`config.mk`:
```
export PLATFORM = sky130hd
export DESIGN_NAME = civil_datetime_to_epoch_and_bcd_flat
export DESIGN_NICKNAME = d
export VERILOG_FILES = /design/src/hdl/cdt_pkg.sv /design/src/hdl/cdt_if.sv /design/src/hdl/cdt_bcd_words.sv /design/src/hdl/civil_datetime_to_epoch_and_bcd.sv /design/src/flat_wrapper.sv
export SDC_FILE = /design/constraint.sdc
export NUM_CORES = 1
export LEC_CHECK = 0
export BUFFER_PORTS_ARGS = -buffer_cell sky130_fd_sc_hd__buf_2
export CAP_MARGIN = 20
export CORE_ASPECT_RATIO = 2
export CORE_MARGIN = 4
export CORE_UTILIZATION = 50
export DETAILED_ROUTE_END_ITERATION = 8
export PLACE_DENSITY_LB_ADDON = 0.12
export SKIP_CTS_REPAIR_TIMING = 1
export SLEW_MARGIN = 20
export SYNTH_ARGS = -nofsm -noshare
export SYNTH_HDL_FRONTEND = slang
export SYNTH_SLANG_ARGS = --single-unit
```
`constraint.sdc`:
```
create_clock -name clock -period 5.57 [get_ports clock]
set_clock_uncertainty 0.05 [all_clocks]
set_input_delay 0.2785 -clock clock [delete_from_list [all_inputs] [get_ports clock]]
set_output_delay 0.2785 -clock clock [all_outputs]
set_load 0.1 [all_outputs]
```
`src/hdl/cdt_pkg.sv`:
```
`timescale 1ns / 1ps

package cdt_pkg;

   // Field widths of the request and response words.
   localparam int unsigned YEAR_W    = 12;
   localparam int unsigned MONTH_W   = 4;
   localparam int unsigned DAY_W     = 5;
   localparam int unsigned HOUR_W    = 5;
   localparam int unsigned MINUTE_W  = 6;
   localparam int unsigned SECOND_W  = 6;
   localparam int unsigned SECS_W    = 32;
   localparam int unsigned DAYS_W    = 16;
   localparam int unsigned WDAY_W    = 3;
   localparam int unsigned TIME_W    = 22;
   localparam int unsigned DATE_W    = 24;

   // Number of register stages in the conversion pipeline.
   localparam int unsigned STAGES    = 5;

   // Calendar constants of the era-based day count.
   localparam int unsigned BASE_YEAR        = 2000;
   localparam int unsigned YEARS_PER_ERA    = 400;
   localparam int unsigned DAYS_PER_ERA     = 146097;
   localparam int unsigned EPOCH_SHIFT_DAYS = 719468;
   localparam int unsigned DAYS_PER_YEAR    = 365;
   localparam int unsigned SECS_PER_DAY     = 86400;
   localparam int unsigned SECS_PER_HOUR    = 3600;
   localparam int unsigned SECS_PER_MIN     = 60;
   localparam int unsigned DAYS_PER_WEEK    = 7;
   // An era is a whole number of weeks, and the epoch shift plus the Thursday
   // offset leaves the day of era plus this bias, taken modulo seven.
   localparam int unsigned ISO_BIAS         = 9;

   typedef struct packed {
      logic [YEAR_W-1:0]   year;
      logic [MONTH_W-1:0]  month;
      logic [DAY_W-1:0]    day;
      logic [HOUR_W-1:0]   hour;
      logic [MINUTE_W-1:0] minute;
      logic [SECOND_W-1:0] second;
   } req_payload_type;

   typedef struct packed {
      logic [SECS_W-1:0] unix_seconds;
      logic [DAYS_W-1:0] days_since_epoch;
      logic [WDAY_W-1:0] iso_weekday;
      logic [TIME_W-1:0] time_word;
      logic [DATE_W-1:0] date_word;
   } rsp_payload_type;

   // Packed BCD clock words; the weekday slot of the date word is left zero.
   typedef struct packed {
      logic [TIME_W-1:0] time_word;
      logic [DATE_W-1:0] date_word;
   } bcd_words_type;

   // Tens digit in bits 8:4, units digit in bits 3:0. The tens digit comes
   // from a reciprocal multiply that is exact for every 8-bit value.
   function automatic logic [8:0] bcd_encode(input logic [7:0] v);
      logic [15:0] prod;
      logic [4:0]  tens;
      logic [7:0]  units;
      prod  = {8'd0, v} * 16'd205;
      tens  = prod[15:11];
      units = v - ({3'd0, tens} * 8'd10);
      return {tens, units[3:0]};
   endfunction

   // Days from March 1 to the first of the month, with the year starting in
   // March. January, February and month zero belong to the previous year.
   function automatic logic [8:0] march_day_base(input logic [MONTH_W-1:0] month);
      logic [8:0] base;
      case (month)
         4'd0:    base = 9'd275;
         4'd1:    base = 9'd306;
         4'd2:    base = 9'd337;
         4'd3:    base = 9'd0;
         4'd4:    base = 9'd31;
         4'd5:    base = 9'd61;
         4'd6:    base = 9'd92;
         4'd7:    base = 9'd122;
         4'd8:    base = 9'd153;
         4'd9:    base = 9'd184;
         4'd10:   base = 9'd214;
         4'd11:   base = 9'd245;
         4'd12:   base = 9'd275;
         4'd13:   base = 9'd306;
         4'd14:   base = 9'd337;
         4'd15:   base = 9'd367;
         default: base = 9'd0;
      endcase
      return base;
   endfunction

endpackage

```
`src/hdl/cdt_if.sv`:
```
`timescale 1ns / 1ps

// Request channel: one calendar date and time per word.
interface cdt_req_if import cdt_pkg::*; ();
   logic            valid;
   logic            ready;
   req_payload_type data;

   modport source(output valid, output data, input ready);
   modport sink(input valid, input data, output ready);
endinterface

// Response channel: epoch counts and BCD clock words.
interface cdt_rsp_if import cdt_pkg::*; ();
   logic            valid;
   logic            ready;
   rsp_payload_type data;

   modport source(output valid, output data, input ready);
   modport sink(input valid, input data, output ready);
endinterface

```
`src/hdl/cdt_bcd_words.sv`:
```
`timescale 1ns / 1ps

module cdt_bcd_words import cdt_pkg::*; (
   input  req_payload_type item,
   output bcd_words_type   words
);

   logic [7:0] year_off;
   logic [8:0] year_bcd;
   logic [8:0] month_bcd;
   logic [8:0] day_bcd;
   logic [8:0] hour_bcd;
   logic [8:0] minute_bcd;
   logic [8:0] second_bcd;

   // The year field carries the year offset from the base year, modulo 256.
   assign year_off   = item.year[7:0] - 8'(BASE_YEAR);
   assign year_bcd   = bcd_encode(year_off);
   assign month_bcd  = bcd_encode({4'd0, item.month});
   assign day_bcd    = bcd_encode({3'd0, item.day});
   assign hour_bcd   = bcd_encode({3'd0, item.hour});
   assign minute_bcd = bcd_encode({2'd0, item.minute});
   assign second_bcd = bcd_encode({2'd0, item.second});

   // Each digit pair is masked to the width of its slot in the word.
   assign words.time_word = {hour_bcd[5:0], 1'b0, minute_bcd[6:0], 1'b0, second_bcd[6:0]};
   assign words.date_word = {year_bcd[7:0], 3'd0, month_bcd[4:0], 2'b00, day_bcd[5:0]};

endmodule

```
`src/hdl/civil_datetime_to_epoch_and_bcd.sv`:
```
`timescale 1ns / 1ps

// Channel   Direction  Handshake        Word
// req_if    in         valid / ready    year, month, day, hour, minute, second
// rsp_if    out        valid / ready    unix_seconds, days_since_epoch,
//                                       iso_weekday, time_word, date_word
//
// Five register stages; a word accepted on req_if passes through stages 1 to 5
// to rsp_if; one word is taken every cycle unless a full pipeline stalls.
// Each stage moves when it is empty or the stage after it moves, so bubbles
// close up and req_if.ready falls only when all five stages hold words.
// Synchronous reset empties the pipeline; data registers are not reset.
module civil_datetime_to_epoch_and_bcd import cdt_pkg::*; (
   input  logic      clock,
   input  logic      reset,
   cdt_req_if.sink   req_if,
   cdt_rsp_if.source rsp_if
);

   typedef struct packed {
      logic [12:0]   y;
      logic [4:0]    era;
      logic [9:0]    doy;
      logic [16:0]   hms;
      bcd_words_type words;
   } s1_type;

   typedef struct packed {
      logic [8:0]    yoe;
      logic [21:0]   era_off;
      logic [9:0]    doy;
      logic [16:0]   hms;
      bcd_words_type words;
   } s2_type;

   typedef struct packed {
      logic [18:0]   doe;
      logic [21:0]   era_off;
      logic [16:0]   hms;
      bcd_words_type words;
   } s3_type;

   typedef struct packed {
      logic [21:0]   days;
      logic [5:0]    wsum;
      logic [16:0]   hms;
      bcd_words_type words;
   } s4_type;

   logic [STAGES-1:0] valid_ff;
   logic [STAGES-1:0] valid_in;
   logic [STAGES-1:0] adv;

   s1_type          s1_ff, s1_in;
   s2_type          s2_ff, s2_in;
   s3_type          s3_ff, s3_in;
   s4_type          s4_ff, s4_in;
   rsp_payload_type s5_ff, s5_in;

   bcd_words_type words;

   // Stage advance chain from the output back to the input.
   always_comb begin
      adv[STAGES-1] = !valid_ff[STAGES-1] || rsp_if.ready;
      for (int k = STAGES - 2; k >= 0; k--) begin
         adv[k] = !valid_ff[k] || adv[k+1];
      end
   end

   assign req_if.ready = adv[0];
   assign rsp_if.valid = valid_ff[STAGES-1];
   assign rsp_if.data  = s5_ff;

   always_comb begin
      valid_in = valid_ff;
      if (adv[0]) begin
         valid_in[0] = req_if.valid;
      end
      for (int k = 1; k < STAGES; k++) begin
         if (adv[k]) begin
            valid_in[k] = valid_ff[k-1];
         end
      end
   end

   always_ff @(posedge clock) begin
      if (reset) begin
         valid_ff <= '0;
      end else begin
         valid_ff <= valid_in;
      end
   end

   cdt_bcd_words u_bcd_words (
      .item  (req_if.data),
      .words (words)
   );

   // Stage 1: March-based year, era, day of year, seconds of day.
   always_comb begin
      logic [3:0] era_cnt;
      s1_in   = '0;
      s1_in.y = {1'b0, req_if.data.year} - ((req_if.data.month <= 4'd2) ? 13'd1 : 13'd0);
      era_cnt = '0;
      for (int k = 1; k <= 10; k++) begin
         era_cnt = era_cnt + {3'd0, (s1_in.y[11:0] >= 12'(k * YEARS_PER_ERA))};
      end
      s1_in.era = s1_in.y[12] ? 5'h1f : {1'b0, era_cnt};
      s1_in.doy = {1'b0, march_day_base(req_if.data.month)}
                + {5'd0, req_if.data.day} - 10'd1;
      s1_in.hms = ({12'd0, req_if.data.hour} * 17'(SECS_PER_HOUR))
                + ({11'd0, req_if.data.minute} * 17'(SECS_PER_MIN))
                + {11'd0, req_if.data.second};
      s1_in.words = words;
   end

   // Stage 2: year of era and the era's day offset from the epoch.
   always_comb begin
      logic [13:0] era_years;
      logic [13:0] yoe_full;
      s2_in     = '0;
      era_years = {{9{s1_ff.era[4]}}, s1_ff.era} * 14'(YEARS_PER_ERA);
      yoe_full  = {s1_ff.y[12], s1_ff.y} - era_years;
      s2_in.yoe = yoe_full[8:0];
      s2_in.era_off = ({{17{s1_ff.era[4]}}, s1_ff.era} * 22'(DAYS_PER_ERA))
                    - 22'(EPOCH_SHIFT_DAYS);
      s2_in.doy   = s1_ff.doy;
      s2_in.hms   = s1_ff.hms;
      s2_in.words = s1_ff.words;
   end

   // Stage 3: day of era with the leap day corrections.
   always_comb begin
      logic [1:0] cent;
      s3_in = '0;
      cent  = 2'(s2_ff.yoe >= 9'd100) + 2'(s2_ff.yoe >= 9'd200)
            + 2'(s2_ff.yoe >= 9'd300);
      s3_in.doe = ({10'd0, s2_ff.yoe} * 19'(DAYS_PER_YEAR))
                + {12'd0, s2_ff.yoe[8:2]} - {17'd0, cent}
                + {{9{s2_ff.doy[9]}}, s2_ff.doy};
      s3_in.era_off = s2_ff.era_off;
      s3_in.hms     = s2_ff.hms;
      s3_in.words   = s2_ff.words;
   end

   // Stage 4: day count, and an octal digit sum that keeps the value mod 7.
   always_comb begin
      logic [17:0] biased;
      s4_in      = '0;
      s4_in.days = s3_ff.era_off + {{3{s3_ff.doe[18]}}, s3_ff.doe};
      biased     = s3_ff.doe[17:0] + 18'(ISO_BIAS);
      s4_in.wsum = {3'd0, biased[17:15]} + {3'd0, biased[14:12]} + {3'd0, biased[11:9]}
                 + {3'd0, biased[8:6]} + {3'd0, biased[5:3]} + {3'd0, biased[2:0]};
      s4_in.hms   = s3_ff.hms;
      s4_in.words = s3_ff.words;
   end

   // Stage 5: Unix seconds, weekday and the final date word.
   always_comb begin
      logic [3:0]  fold;
      logic [3:0]  rem;
      logic [31:0] day_secs;
      s5_in    = '0;
      day_secs = {{10{s4_ff.days[21]}}, s4_ff.days} * 32'(SECS_PER_DAY);
      fold     = {1'b0, s4_ff.wsum[5:3]} + {1'b0, s4_ff.wsum[2:0]};
      rem      = (fold >= 4'(DAYS_PER_WEEK)) ? fold - 4'(DAYS_PER_WEEK) : fold;
      s5_in.unix_seconds     = day_secs + {15'd0, s4_ff.hms};
      s5_in.days_since_epoch = s4_ff.days[15:0];
      s5_in.iso_weekday      = rem[2:0] + 3'd1;
      s5_in.time_word        = s4_ff.words.time_word;
      s5_in.date_word        = s4_ff.words.date_word;
      s5_in.date_word[15:13] = rem[2:0] + 3'd1;
   end

   // Data registers load whenever their stage advances.
   always_ff @(posedge clock) begin
      if (adv[0]) begin
         s1_ff <= s1_in;
      end
      if (adv[1]) begin
         s2_ff <= s2_in;
      end
      if (adv[2]) begin
         s3_ff <= s3_in;
      end
      if (adv[3]) begin
         s4_ff <= s4_in;
      end
      if (adv[4]) begin
         s5_ff <= s5_in;
      end
   end

   // A reset leaves nothing on the response side.
   a_reset_empty: assert property (@(posedge clock) reset |=> !rsp_if.valid)
      else $error("response valid after reset");

   // Back pressure only reaches the input once every stage is full.
   a_full_stall: assert property (@(posedge clock) disable iff (reset)
      !req_if.ready |-> (valid_ff == {STAGES{1'b1}}))
      else $error("input stalled with an empty stage");

   // The weekday never reads zero.
   a_weekday_range: assert property (@(posedge clock) disable iff (reset)
      rsp_if.valid |-> (rsp_if.data.iso_weekday != 3'd0))
      else $error("weekday out of range");

   // The date word carries the same weekday as the weekday field.
   a_weekday_match: assert property (@(posedge clock) disable iff (reset)
      rsp_if.valid |-> (rsp_if.data.date_word[15:13] == rsp_if.data.iso_weekday))
      else $error("date word weekday mismatch");

endmodule

```
`src/flat_wrapper.sv`:
```
// flat-port wrapper written by rule: the top's interface ports become plain ports
module civil_datetime_to_epoch_and_bcd_flat import cdt_pkg::*;
  (clock, reset, req_if_valid, req_if_data, req_if_ready, rsp_if_valid, rsp_if_data, rsp_if_ready);
  cdt_req_if req_if_i ();
  cdt_rsp_if rsp_if_i ();
  input  logic clock;
  input  logic reset;
  input wire logic [$bits(req_if_i.valid)-1:0] req_if_valid;
  input wire logic [$bits(req_if_i.data)-1:0] req_if_data;
  output wire logic [$bits(req_if_i.ready)-1:0] req_if_ready;
  output wire logic [$bits(rsp_if_i.valid)-1:0] rsp_if_valid;
  output wire logic [$bits(rsp_if_i.data)-1:0] rsp_if_data;
  input wire logic [$bits(rsp_if_i.ready)-1:0] rsp_if_ready;
  assign req_if_i.valid = req_if_valid;
  assign req_if_i.data = req_if_data;
  assign req_if_ready = req_if_i.ready;
  assign rsp_if_valid = rsp_if_i.valid;
  assign rsp_if_data = rsp_if_i.data;
  assign rsp_if_i.ready = rsp_if_ready;
  civil_datetime_to_epoch_and_bcd u_core (.clock(clock), .reset(reset), .req_if(req_if_i), .rsp_if(rsp_if_i));
endmodule
```
==> flow_summary.toml <==
[routing]
drt_wl_total_um = 59400
drtAntennaViolNets = 0
wl_per_cell_um = 17.2
drc = 0
vias_per_cell = 5.16
drtPass1Iterations = 5
drt_iter0_markers = 740
vias = 17800

[critical_path]
cpLargestDelayFamily = "adder cells"
crit_buf_inv = 4
required_ns = 5.83
critPathKind = "reg2reg"
timing.rr.end = "u_core.s3_ff[103]"
crit_path_max_fanout = 4
slowest_stage = "fa_1"
r2r_start = "u_core.s2_ff[100]"
slowest_delay_ns = 0.56
cp.arrival_ns = 5.72
cp-end-kind = "flop"
r2r_slack_ns = 0.11
r2r_cells = 19
cp_cell_sequence = "ha_1 > inv_1 > fa_1 > inv_1 > ha_1 > inv_1 > fa_1 > inv_1 > fa_1 > fa_1 > ha_1 > nor2b_1 > a311o_1 > a31oi_2 > a21oi_2 > nor2b_1 > nor4b_2 > a21oi_1 > xnor2_1"
worstSetupStartpointType = "flop"

[floorplanning]
start_util = 0.505
io_pins = 141
die_w_um = 182
rows = 127
die_h_um = 356
core_area_sq_mm = 0.0599
die_area_sq_mm = 0.0647

[synth]
syn_inst = 2394
synthFlopType = "edfxtp_1"
synth_xor_area_frac = 0.0579
netlist_area_sq_mm = 0.0302
synth_compound_area_frac = 0.0713
synth_adder_area_share = 0.316
ys_warn_count = 0
synth_top_area_share = 0.440
synth-simple-area-share = 0.0509
syn_area_per_cell_sq_um = 12.6
ys_types = 87
seq_area_frac_synth = 0.443
muxShareOfSynthArea = 0.00178
ys_top_cells_by_area = "edfxtp_1 44%, ha_1 20%, fa_1 12%"
synth_top_family_by_area = "adder cells"
synth_edf_count = 443
yosys.area.top_type = "edfxtp_1"
synth_seq_cells = 448
synthArstFlopShare = 0

[timing]
clock.fmax_ghz = 0.183
slew_viol_final = 0
fin_ws_ns = 0.110
rsz0062_at_grt = "true"
finalHoldViolCount = 1
finalSetupViolations = 0
period_minus_slack_ns = 5.46
relSlewSlack = 0.333
hold_slack_ns = -0.00368
worstMarginPinSlew_ns = 1.00
post-route-period-util = 0.980

[place]
globalplace.congestion = 0.904
hpwl_um = 48300
dp_slack_ns = -0.112
port_buffers = 136

[global_routing]
grt_max_degree = 72
track_usage = 0.187
grt_pass1_vias = 19500
grt_overflow_total = 0
antenna_found_initial = 0
grt_first_pass_wirelength_um = 96800

[min_path]
min_path_cells = 1
hold_path_end = "u_core.s1_ff[40]"
hold_path_class = "in2reg"
min_from = "req_if_data[12]"

[cells_and_area]
diodes = 0
area_growth_pct = 13.3
drive_above_1_share = 0.131
nFillCells = 4900
nNetsFinal = 3345

[clocking]
clock_latency_ns = 0.57
clockBufferDepth = 3
cts_buffers = 40
cts_tree = "yes"
htree_levels = 2
clk_pin_slew_ns = 0.07
clock_tree.root_cell = "clkbuf_16"
cts.sinks = 448

[run_status]
violations = "negative hold slack"
status = "finished with violations"

[job]
cap_violations = 0
logic make-up (layout without fill, tap and decap cells):
kind of cell	Yosys count	in the layout
xor gates and xnor gates	199	199
DFF	448	448
AOI/OAI and AO/OA	318	318
other	1	4
muxes	4	4
buffers and inverters	465	743
adders and majority gates	657	657
and+or+nand+nor	302	302
cell usage after synthesis (8+ instances only):
| master | number |
|---|---|
| o21bai_1 | 24 |
| o21ai_0 | 53 |
| a21o_1 | 43 |
| nand2b_1 | 12 |
| or2_2 | 9 |
| and3_1 | 9 |
| a31oi_1 | 10 |
| inv_1 | 449 |
| nor3_1 | 27 |
| nand4_1 | 8 |
| ha_1 | 481 |
| o21a_1 | 24 |
| fa_1 | 176 |
| nor2_1 | 92 |
| o31ai_1 | 10 |
| nand3_1 | 23 |
| nor2b_1 | 21 |
| a21oi_1 | 86 |
| nand2_1 | 57 |
| xnor2_1 | 144 |
| buf_4 | 8 |
| edfxtp_1 | 443 |
| xor2_1 | 54 |
| a211oi_1 | 12 |
flip-flops by register name, summed over array words and instances (netlist names):
signal,cells
u_core.s3_ff,96
u_core.s2_ff,96
u_core.s4_ff,83
u_core.rsp_if.data,89
u_core.valid_ff,5
u_core.s1_ff,79
stage by stage:
stage / hold slack [ns] / cells / area (sq um) / setup TNS (ns) / util
final: -0.00368 / 3449 / 34200 / 0 / 0.572
after global routing: 0.00203 / 3449 / 34200 / -0.199 / 0.572
after CTS: -0.170 / 3426 / 33800 / -0.209 / 0.564
after detailed placement: 0.355 / 3355 / 32300 / -0.141 / 0.539
after global placement: 0.350 / 3355 / 32300 / 0 / 0.539
after floorplan: 0.298 / 2397 / 30200 / 0 / -
routing by layer:
layer / vias up / global-route usage / part of all wire
met5: - / 0 / 0
li1: 8745 / - / -
met1: 8645 / 0.183 / 0.34
met4: 0 / 0.0808 / 0.047
met3: 135 / 0.0186 / 0.024
met2: 284 / 0.385 / 0.58
worst max-delay path by stage:
stage | start | endpoint | slack (ns) | cells past startpoint
2_1_floorplan | u_core.s2_ff[99] | u_core.s3_ff[103] | 0.19 | 20
6_report | u_core.s2_ff[100] | u_core.s3_ff[103] | 0.11 | 19
4_1_cts | u_core.s2_ff[100] | u_core.s3_ff[103] | -0.12 | 20
5_1_grt | u_core.s2_ff[99] | u_core.s3_ff[103] | -0.14 | 20
3_5_place_dp | u_core.s2_ff[100] | u_core.s3_ff[103] | -0.11 | 20
3_3_place_gp | u_core.s2_ff[100] | u_core.s3_ff[103] | 0.01 | 20
area by class of cell:
type	count	area (sq um)	area share
Tap cell	774	968	0.0283
Sequential cell	448	13400	0.391
Clock inverter	27	465	0.0136
Clock buffer	44	1020	0.0297
Timing Repair Buffer	222	1360	0.0398
Inverter	450	1690	0.0495
Multi-Input combinational cell	1484	15300	0.448
worst reg2reg max path, delay by kind of cell (launching register included):
kind                       cells  cell delay [ns]
and+or+nand+nor                3             0.60
DFF                            1             0.47
AOI/OAI and AO/OA              4             0.86
xor gates and xnor gates       1             0.14
buffers and inverters          4             0.22
adders and majority gates      7             2.90
cells in the final DEF (no fill, tap or decap), types with 20 or more instances in the layout:
master | netlist | layout
nor2_1 | 92 | 91
o21a_1 | 24 | 24
nand3_1 | 23 | 22
buf_4 | 8 | 76
clkbuf_16 | 0 | 40
ha_1 | 481 | 470
a21oi_1 | 86 | 83
nor3_1 | 27 | 26
xnor2_1 | 144 | 144
nor2b_1 | 21 | 20
o21ai_0 | 53 | 51
o21bai_1 | 24 | 23
buf_2 | 0 | 136
nand2_1 | 57 | 55
edfxtp_1 | 443 | 443
a21o_1 | 43 | 43
xor2_1 | 54 | 54
fa_1 | 176 | 175
inv_1 | 449 | 443
Power is not shown: default switching activity piles up to over one toggle a cycle in this logic, so the estimate is an artifact.
